===== config.mk =====
export PLATFORM = sky130hd
export DESIGN_NAME = sd_card_spi_read_controller
export DESIGN_NICKNAME = d
export VERILOG_FILES = /design/src/rtl/core/sdspi_pkg.sv /design/src/rtl/core/sd_card_spi_read_controller.sv
export SDC_FILE = /design/constraint.sdc
export NUM_CORES = 1
export LEC_CHECK = 0
export ABC_AREA = 1
export ABC_CLOCK_PERIOD_IN_PS = 3900
export BUFFER_PORTS_ARGS = -buffer_cell sky130_fd_sc_hd__buf_2
export CAP_MARGIN = 20
export CORE_ASPECT_RATIO = 0.7
export CORE_MARGIN = 2
export CORE_UTILIZATION = 30
export CTS_CLUSTER_SIZE = 10
export DETAILED_ROUTE_END_ITERATION = 16
export GPL_TIMING_DRIVEN = 0
export PLACE_DENSITY_LB_ADDON = 0.1
export SYNTH_ARGS = -nofsm -noshare
export SYNTH_HDL_FRONTEND = slang
export SYNTH_SLANG_ARGS = --single-unit

===== constraint.sdc =====
create_clock -name clk -period 3.9 [get_ports clk]
set_input_delay 0.195 -clock clk [delete_from_list [all_inputs] [get_ports clk]]
set_output_delay 0.195 -clock clk [all_outputs]
set_load 0.02 [all_outputs]

===== src/rtl/core/sdspi_pkg.sv =====
// ----------------------------------------------------------------------------
// sdspi_pkg
// phase codes, command framing constants and the frame byte function
// ----------------------------------------------------------------------------
`default_nettype none

package sdspi_pkg;

  typedef enum logic [3:0] {
    PH_IDLE   = 4'd0,
    PH_FILL   = 4'd1,
    PH_CMD0   = 4'd2,
    PH_POLL0  = 4'd3,
    PH_CMD1   = 4'd4,
    PH_POLL1  = 4'd5,
    PH_CMD16  = 4'd6,
    PH_POLL16 = 4'd7,
    PH_CMD17  = 4'd8,
    PH_POLL17 = 4'd9,
    PH_TOKEN  = 4'd10,
    PH_DATA   = 4'd11,
    PH_CRC    = 4'd12
  } phase_t;

  typedef enum logic [1:0] {
    OP_INIT = 2'd0,
    OP_READ = 2'd1,
    OP_RX   = 2'd2,
    OP_NONE = 2'd3
  } opcode_t;

  localparam logic [7:0] LEAD_CMD0  = 8'h40;
  localparam logic [7:0] LEAD_CMD1  = 8'h41;
  localparam logic [7:0] LEAD_CMD16 = 8'h50;
  localparam logic [7:0] LEAD_CMD17 = 8'h51;
  localparam logic [7:0] CMD_CRC    = 8'h95;
  localparam logic [7:0] IDLE_BYTE  = 8'hFF;
  localparam logic [7:0] TOKEN_BYTE = 8'hFE;
  localparam logic [7:0] R1_IDLE    = 8'h01;
  localparam logic [7:0] R1_READY   = 8'h00;
  localparam logic [7:0] FILL_RESET = 8'd80;
  localparam logic [2:0] FRAME_LAST = 3'd5;

  localparam logic [0:0] REG_FILL_COUNT = 1'b0;

  // byte k of the six byte command frame for a command phase
  function automatic logic [7:0] frame_byte(input phase_t ph, input logic [2:0] k,
                                            input logic [15:0] blk_size,
                                            input logic [31:0] addr);
    logic [7:0] lead;
    logic [7:0] res;
    case (ph)
      PH_CMD0:  lead = LEAD_CMD0;
      PH_CMD1:  lead = LEAD_CMD1;
      PH_CMD16: lead = LEAD_CMD16;
      default:  lead = LEAD_CMD17;
    endcase
    res = 8'h00;
    case (k)
      3'd0: res = lead;
      3'd1: res = (ph == PH_CMD17) ? addr[31:24] : 8'h00;
      3'd2: res = (ph == PH_CMD17) ? addr[23:16] : 8'h00;
      3'd3: begin
        if (ph == PH_CMD17) res = addr[15:8];
        else if (ph == PH_CMD16) res = blk_size[15:8];
        else res = 8'h00;
      end
      3'd4: begin
        if (ph == PH_CMD17) res = addr[7:0];
        else if (ph == PH_CMD16) res = blk_size[7:0];
        else res = 8'h00;
      end
      default: res = CMD_CRC;
    endcase
    return res;
  endfunction

endpackage

`default_nettype wire


===== src/rtl/core/sd_card_spi_read_controller.sv =====
// ----------------------------------------------------------------------------
// sd_card_spi_read_controller
// byte stepped host side of an sd card in spi mode: init and single block read
// ----------------------------------------------------------------------------
// result: registered; valid in the cycle after the input transaction is accepted
// throughput: one input transaction per cycle, limited by the result register
// each input transaction yields exactly one result transaction
// reset: synchronous; phase idle, counters and lengths zero, fill count 80
// ----------------------------------------------------------------------------
`default_nettype none

module sd_card_spi_read_controller (
  input  wire logic        clk,
  input  wire logic        rst,
  input  wire logic        psel,
  input  wire logic        penable,
  input  wire logic        pwrite,
  input  wire logic [2:0]  paddr,
  input  wire logic [31:0] pwdata,
  output logic      [31:0] prdata,
  output logic             pready,
  input  wire logic        in_valid,
  output logic             in_ready,
  input  wire logic [1:0]  opcode,
  input  wire logic [31:0] address,
  input  wire logic [15:0] size,
  input  wire logic [7:0]  rx_byte,
  output logic             out_valid,
  input  wire logic        out_ready,
  output logic             tx_valid,
  output logic      [7:0]  tx_byte,
  output logic             select_card,
  output logic             fast_clock,
  output logic             data_valid,
  output logic      [7:0]  data_byte,
  output logic             data_last,
  output logic             done_res
);

  logic [7:0] init_fill_count;

  sdspi_pkg::phase_t phase, phase_next;
  logic [15:0] byte_count, byte_count_next;
  logic [15:0] stored_block_length, stored_block_length_next;
  logic [31:0] read_address, read_address_next;
  logic [15:0] pending_size, pending_size_next;
  logic        select_active, select_active_next;
  logic        fast_mode, fast_mode_next;

  logic        txv, dv, last, done;
  logic [7:0]  tx, db;
  logic        accept;
  logic [15:0] count_inc;
  logic [7:0]  want;

  // config port
  assign pready = 1'b1;
  assign prdata = (paddr[2] == sdspi_pkg::REG_FILL_COUNT) ? {24'h0, init_fill_count} : 32'h0;

  always_ff @(posedge clk) begin
    if (rst) begin
      init_fill_count <= sdspi_pkg::FILL_RESET;
    end else if (psel && penable && pwrite && pready &&
                 paddr[2] == sdspi_pkg::REG_FILL_COUNT) begin
      init_fill_count <= pwdata[7:0];
    end
  end

  assign in_ready  = !out_valid || out_ready;
  assign accept    = in_valid && in_ready;
  assign count_inc = byte_count + 16'd1;
  assign want = (phase == sdspi_pkg::PH_POLL0 || phase == sdspi_pkg::PH_POLL1) ?
                sdspi_pkg::R1_IDLE : sdspi_pkg::R1_READY;

  // next state
  always_comb begin
    phase_next               = phase;
    byte_count_next          = byte_count;
    stored_block_length_next = stored_block_length;
    read_address_next        = read_address;
    pending_size_next        = pending_size;
    select_active_next       = select_active;
    fast_mode_next           = fast_mode;
    case (sdspi_pkg::opcode_t'(opcode))
      sdspi_pkg::OP_INIT: begin
        select_active_next = 1'b0;
        fast_mode_next     = 1'b0;
        phase_next         = sdspi_pkg::PH_FILL;
        byte_count_next    = 16'd1;
      end
      sdspi_pkg::OP_READ: begin
        read_address_next = address;
        pending_size_next = size;
        byte_count_next   = 16'd0;
        if (stored_block_length != size) begin
          stored_block_length_next = size;
          phase_next               = sdspi_pkg::PH_CMD16;
        end else begin
          phase_next = sdspi_pkg::PH_CMD17;
        end
      end
      sdspi_pkg::OP_RX: begin
        case (phase)
          sdspi_pkg::PH_FILL: begin
            if (byte_count < {8'h0, init_fill_count}) begin
              byte_count_next = count_inc;
            end else begin
              select_active_next = 1'b1;
              phase_next         = sdspi_pkg::PH_CMD0;
              byte_count_next    = 16'd0;
            end
          end
          sdspi_pkg::PH_CMD0, sdspi_pkg::PH_CMD1,
          sdspi_pkg::PH_CMD16, sdspi_pkg::PH_CMD17: begin
            if (byte_count < {13'h0, sdspi_pkg::FRAME_LAST}) begin
              byte_count_next = count_inc;
            end else begin
              case (phase)
                sdspi_pkg::PH_CMD0:  phase_next = sdspi_pkg::PH_POLL0;
                sdspi_pkg::PH_CMD1:  phase_next = sdspi_pkg::PH_POLL1;
                sdspi_pkg::PH_CMD16: phase_next = sdspi_pkg::PH_POLL16;
                default:             phase_next = sdspi_pkg::PH_POLL17;
              endcase
            end
          end
          sdspi_pkg::PH_POLL0, sdspi_pkg::PH_POLL1,
          sdspi_pkg::PH_POLL16, sdspi_pkg::PH_POLL17: begin
            if (rx_byte == want) begin
              case (phase)
                sdspi_pkg::PH_POLL1: begin
                  fast_mode_next = 1'b1;
                  phase_next     = sdspi_pkg::PH_IDLE;
                end
                sdspi_pkg::PH_POLL17: phase_next = sdspi_pkg::PH_TOKEN;
                sdspi_pkg::PH_POLL0: begin
                  phase_next      = sdspi_pkg::PH_CMD1;
                  byte_count_next = 16'd0;
                end
                default: begin
                  phase_next      = sdspi_pkg::PH_CMD17;
                  byte_count_next = 16'd0;
                end
              endcase
            end
          end
          sdspi_pkg::PH_TOKEN: begin
            if (rx_byte == sdspi_pkg::TOKEN_BYTE) begin
              byte_count_next = 16'd0;
              phase_next = (stored_block_length == 16'd0) ? sdspi_pkg::PH_CRC :
                                                             sdspi_pkg::PH_DATA;
            end
          end
          sdspi_pkg::PH_DATA: begin
            byte_count_next = count_inc;
            if (count_inc >= stored_block_length) begin
              phase_next      = sdspi_pkg::PH_CRC;
              byte_count_next = 16'd0;
            end
          end
          sdspi_pkg::PH_CRC: begin
            if (byte_count == 16'd0) begin
              byte_count_next = 16'd1;
            end else begin
              phase_next      = sdspi_pkg::PH_IDLE;
              byte_count_next = 16'd0;
            end
          end
          default: ;
        endcase
      end
      default: ;
    endcase
  end

  // result fields
  always_comb begin
    txv  = 1'b0;
    tx   = 8'h00;
    dv   = 1'b0;
    db   = 8'h00;
    last = 1'b0;
    done = 1'b0;
    case (sdspi_pkg::opcode_t'(opcode))
      sdspi_pkg::OP_INIT: begin
        txv = 1'b1;
        tx  = sdspi_pkg::IDLE_BYTE;
      end
      sdspi_pkg::OP_READ: begin
        txv = 1'b1;
        tx  = (stored_block_length != size) ? sdspi_pkg::LEAD_CMD16 : sdspi_pkg::LEAD_CMD17;
      end
      sdspi_pkg::OP_RX: begin
        case (phase)
          sdspi_pkg::PH_FILL: begin
            txv = 1'b1;
            tx  = (byte_count < {8'h0, init_fill_count}) ? sdspi_pkg::IDLE_BYTE :
                                                            sdspi_pkg::LEAD_CMD0;
          end
          sdspi_pkg::PH_CMD0, sdspi_pkg::PH_CMD1,
          sdspi_pkg::PH_CMD16, sdspi_pkg::PH_CMD17: begin
            txv = 1'b1;
            if (byte_count < {13'h0, sdspi_pkg::FRAME_LAST}) begin
              tx = sdspi_pkg::frame_byte(phase, count_inc[2:0], pending_size, read_address);
            end else begin
              tx = sdspi_pkg::IDLE_BYTE;
            end
          end
          sdspi_pkg::PH_POLL0, sdspi_pkg::PH_POLL1,
          sdspi_pkg::PH_POLL16, sdspi_pkg::PH_POLL17: begin
            if (rx_byte != want) begin
              txv = 1'b1;
              tx  = sdspi_pkg::IDLE_BYTE;
            end else begin
              case (phase)
                sdspi_pkg::PH_POLL1: done = 1'b1;
                sdspi_pkg::PH_POLL17: begin
                  txv = 1'b1;
                  tx  = sdspi_pkg::IDLE_BYTE;
                end
                sdspi_pkg::PH_POLL0: begin
                  txv = 1'b1;
                  tx  = sdspi_pkg::LEAD_CMD1;
                end
                default: begin
                  txv = 1'b1;
                  tx  = sdspi_pkg::LEAD_CMD17;
                end
              endcase
            end
          end
          sdspi_pkg::PH_TOKEN: begin
            txv = 1'b1;
            tx  = sdspi_pkg::IDLE_BYTE;
          end
          sdspi_pkg::PH_DATA: begin
            dv   = 1'b1;
            db   = rx_byte;
            txv  = 1'b1;
            tx   = sdspi_pkg::IDLE_BYTE;
            last = (count_inc >= stored_block_length);
          end
          sdspi_pkg::PH_CRC: begin
            if (byte_count == 16'd0) begin
              txv = 1'b1;
              tx  = sdspi_pkg::IDLE_BYTE;
            end else begin
              done = 1'b1;
            end
          end
          default: ;
        endcase
      end
      default: ;
    endcase
  end

  // state registers
  always_ff @(posedge clk) begin
    if (rst) begin
      phase               <= sdspi_pkg::PH_IDLE;
      byte_count          <= 16'd0;
      stored_block_length <= 16'd0;
      read_address        <= 32'd0;
      pending_size        <= 16'd0;
      select_active       <= 1'b0;
      fast_mode           <= 1'b0;
    end else if (accept) begin
      phase               <= phase_next;
      byte_count          <= byte_count_next;
      stored_block_length <= stored_block_length_next;
      read_address        <= read_address_next;
      pending_size        <= pending_size_next;
      select_active       <= select_active_next;
      fast_mode           <= fast_mode_next;
    end
  end

  // result register
  always_ff @(posedge clk) begin
    if (rst) begin
      out_valid <= 1'b0;
    end else if (accept) begin
      out_valid <= 1'b1;
    end else if (out_ready) begin
      out_valid <= 1'b0;
    end
  end

  always_ff @(posedge clk) begin
    if (accept) begin
      tx_valid    <= txv;
      tx_byte     <= tx;
      select_card <= select_active_next;
      fast_clock  <= fast_mode_next;
      data_valid  <= dv;
      data_byte   <= db;
      data_last   <= last;
      done_res    <= done;
    end
  end

  a_last_has_data: assert property (@(posedge clk) disable iff (rst)
    out_valid && data_last |-> data_valid)
    else $error("data_last without data_valid");

  a_done_no_tx: assert property (@(posedge clk) disable iff (rst)
    out_valid && done_res |-> !tx_valid)
    else $error("done_res with a byte to send");

  a_data_sends_fill: assert property (@(posedge clk) disable iff (rst)
    out_valid && data_valid |-> tx_valid && tx_byte == sdspi_pkg::IDLE_BYTE)
    else $error("block byte without a fill byte sent");

  a_fast_at_idle: assert property (@(posedge clk) disable iff (rst)
    $rose(fast_mode) |-> phase == sdspi_pkg::PH_IDLE && $past(phase) == sdspi_pkg::PH_POLL1)
    else $error("fast clock selected outside init completion");

  a_no_overwrite: assert property (@(posedge clk) disable iff (rst)
    out_valid && !out_ready && !in_ready |=> out_valid && $stable(tx_byte))
    else $error("pending result overwritten");

endmodule

`default_nettype wire


==> qor.yml <==
clock_latency_ns: 0.43
grt_usage: 0.176
min_from: "address[15]"
die_area_um2: 24600
drtAntennaViolNets: 0
period_share: 0.896
via_per_inst: 4.49
grt_pass1_wl_mm: 33.7
power.density_nw_per_um2: 411
ys_top_cells_by_area: "dfxtp_1, nand2_1, edfxtp_1"
drt_first_pass_iters: 5
rsz0062_at_grt: "false"
timing.rr.start: "byte_count[0]"
finalNetCount: 1276
drt_iter0_drc: 363
startpoint_type: "register"
synthDistinctLibCells: 39
drc_errors: 0
fillers: 2483
drv_cap: 0
port_buffers: 104
setup_viol: 0
required_ns: 4.25
layout-drive-gt1-share: 0.191
syn_to_final_growth_pct: 24.0
cts_tree: "built"
wire_per_inst_um: 14.5
p_leak_nw: 4.05
final_max_slew_viol_count: 0
cts_buffer_depth: 2
grt_pass1_vias: 6134
cts_max_level: 4
cts_sinks: 117
switchingPower_mw: 1.02
fin_util: 0.382
synth-seq-cells: 117
numCtsBuffers: 17
dp_hpwl_mm: 16.7
p_int_mw: 2.56
ctsRootBufferMaster: "clkbuf_16"
die_w_um: 187
io_pins: 157
diodes: 0
synth_top_area_frac: 0.271
finalSetupTns_ns: 0
antenna_found_initial: 0
wl_mm: 21.2
vias: 6585
finalHoldViolations: 0
core-area_um2: 22800
routabilityCongestion: 0.860
grt_max_degree: 26
die_h_um: 132
maxSlewHeadroom: 0.376
swShare: 0.285
preCtsSetupSlack_ns: 0.0761
arrival_ns: 3.85
worstHoldPathCells: 3
crit_type: "register to register"
ys_warn_count: 0
grt_overflow_total: 0
synth_area_leader_cell: "dfxtp_1"
worst_slew_pin_slew_ns: 0.935
ir_drop_v: 0.000277
start_util: 0.308
fin_skew_ns: 0.0113
async_reset_ff_frac: 0
syn_area_um2: 7020
num_rows: 46
layout_common_cells: "nand2_1, inv_1, buf_2"
clkPwrFrac: 0.469
status: "completed"
worstRegToRegCells: 14
fin_crit_ns: 3.49
hp-class: "input pin to register"
syn_inst: 991
cp_max_fo: 10
pwr-share-seq: 0.369
timing.final.ws_setup_ns: 0.407
worst-r2r-setup-slack_ns: 0.41
synthFlopType: "dfxtp_1"
max_freq_ghz: 0.286
yosysSeqAreaShare: 0.365
synth_area_per_cell_um2: 7.08
total_power_mw: 3.58
clkTransAtPathRegs_ns: 0.06
endpoint_kind: "register"
timing.rr.end: "byte_count[2]"
p_comb_frac: 0.162
whs_endpoint: "read_address[15]"
synth_edf_count: 22
final_common_cell: "nand2_1"
[power groups by stage]
stage | clock [mW] | sequential (mW) | combinational, mW
after floorplan | 0 | 1.36 | 0.373
after global placement | 0 | 1.35 | 0.573
after detailed placement | 0 | 1.35 | 0.570
after CTS | 1.71 | 1.32 | 0.575
after global routing | 1.76 | 1.33 | 0.653
final | 1.68 | 1.32 | 0.580
[what timing repair did]
| item | 4_1_cts | 5_1_grt |
|---|---|---|
| hold endpoints to repair | 3 | 0 |
| setup endpoints to repair | 0 | 20 |
| setup buffers | 0 | 1 |
| hold buffers | 3 | 0 |
| resized for setup | 0 | 3 |
[cell families after synthesis]
family,synth area share
compound gates,0.181
xor+xnor,0.0175
fa+ha+maj,0.0624
buf+inv,0.132
flops,0.365
other cells,0.00107
simple gates,0.241
[Yosys cell counts (2+ instances only)]
master	instances
a21oi_1	99
a21oi_2	10
and2_1	2
and3_1	2
buf_1	2
buf_4	26
clkbuf_1	28
conb_1	2
dfxtp_1	95
edfxtp_1	22
ha_1	35
inv_1	149
inv_2	7
nand2_1	187
nand2_2	10
nand3_1	37
nand3_2	13
nand3_4	2
nand3b_1	2
nand4_1	11
nor2_1	92
nor2_2	3
nor2_4	2
nor3_1	4
nor4_1	2
o211ai_1	3
o21a_1	3
o21ai_0	97
o22ai_1	22
xnor2_1	3
xor2_1	11
[per-stage QoR]
| stage | hold WS [ns] | std cells | instance area, µm² |
|---|---|---|---|
| finish | 0.0342 | 1466 | 8700 |
| detailed placement | 0.423 | 1430 | 8010 |
| floorplan | 0.325 | 1014 | 7100 |
| global placement | 0.429 | 1430 | 8010 |
| global route | 0.0589 | 1466 | 8700 |
| CTS | 0.0127 | 1465 | 8680 |
[layout make-up]
class | instances | area [µm²] | area share
Clock buffer | 23 | 520 | 0.0598
Multi-Input combinational cell | 682 | 3630 | 0.417
Clock inverter | 9 | 113 | 0.0129
Timing Repair Buffer | 108 | 558 | 0.0641
Tap cell | 312 | 390 | 0.0449
Buffer | 58 | 334 | 0.0384
Sequential cell | 117 | 2560 | 0.295
Inverter | 157 | 592 | 0.0680
[worst max-delay path by stage]
stage	from	to	cells past startpoint
global route	byte_count[0]	byte_count[12]	16
floorplan	byte_count[0]	byte_count[8]	14
CTS	byte_count[0]	byte_count[2]	14
detailed placement	byte_count[0]	byte_count[7]	14
finish	byte_count[0]	byte_count[2]	14
global placement	byte_count[0]	byte_count[15]	14
[sequential cells by signal, summed over array words and instances, names as in the netlist, 4 cells and up]
name                 flops
tx_byte                  8
byte_count              16
pending_size            16
data_byte                8
phase                    4
read_address            32
init_fill_count          8
stored_block_length     16
[metal layers]
layer	track usage	share of wire	wire (µm)	vias to the layer above
met5	0	0	0	-
met4	0.0485	0.011	230	0
met3	0.0343	0.049	1040	16
met2	0.243	0.39	8360	152
met1	0.272	0.55	11600	2959
li1	-	-	-	3458
[worst max-delay path, stage by stage (launching register included)]
cell     delay [ns]
dfxtp_1        0.47
inv_1          0.19
nor3_2         0.41
nand3_1        0.23
nor2_1         0.23
xor2_1         0.23
ha_1           0.28
a21oi_1        0.15
o21ai_0        0.12
a21oi_2        0.24
nand3_1        0.18
a21oi_4        0.28
buf_6          0.21
nand3_2        0.09
a21oi_2        0.11
No activity file was read; power rests on OpenSTA's default activity.
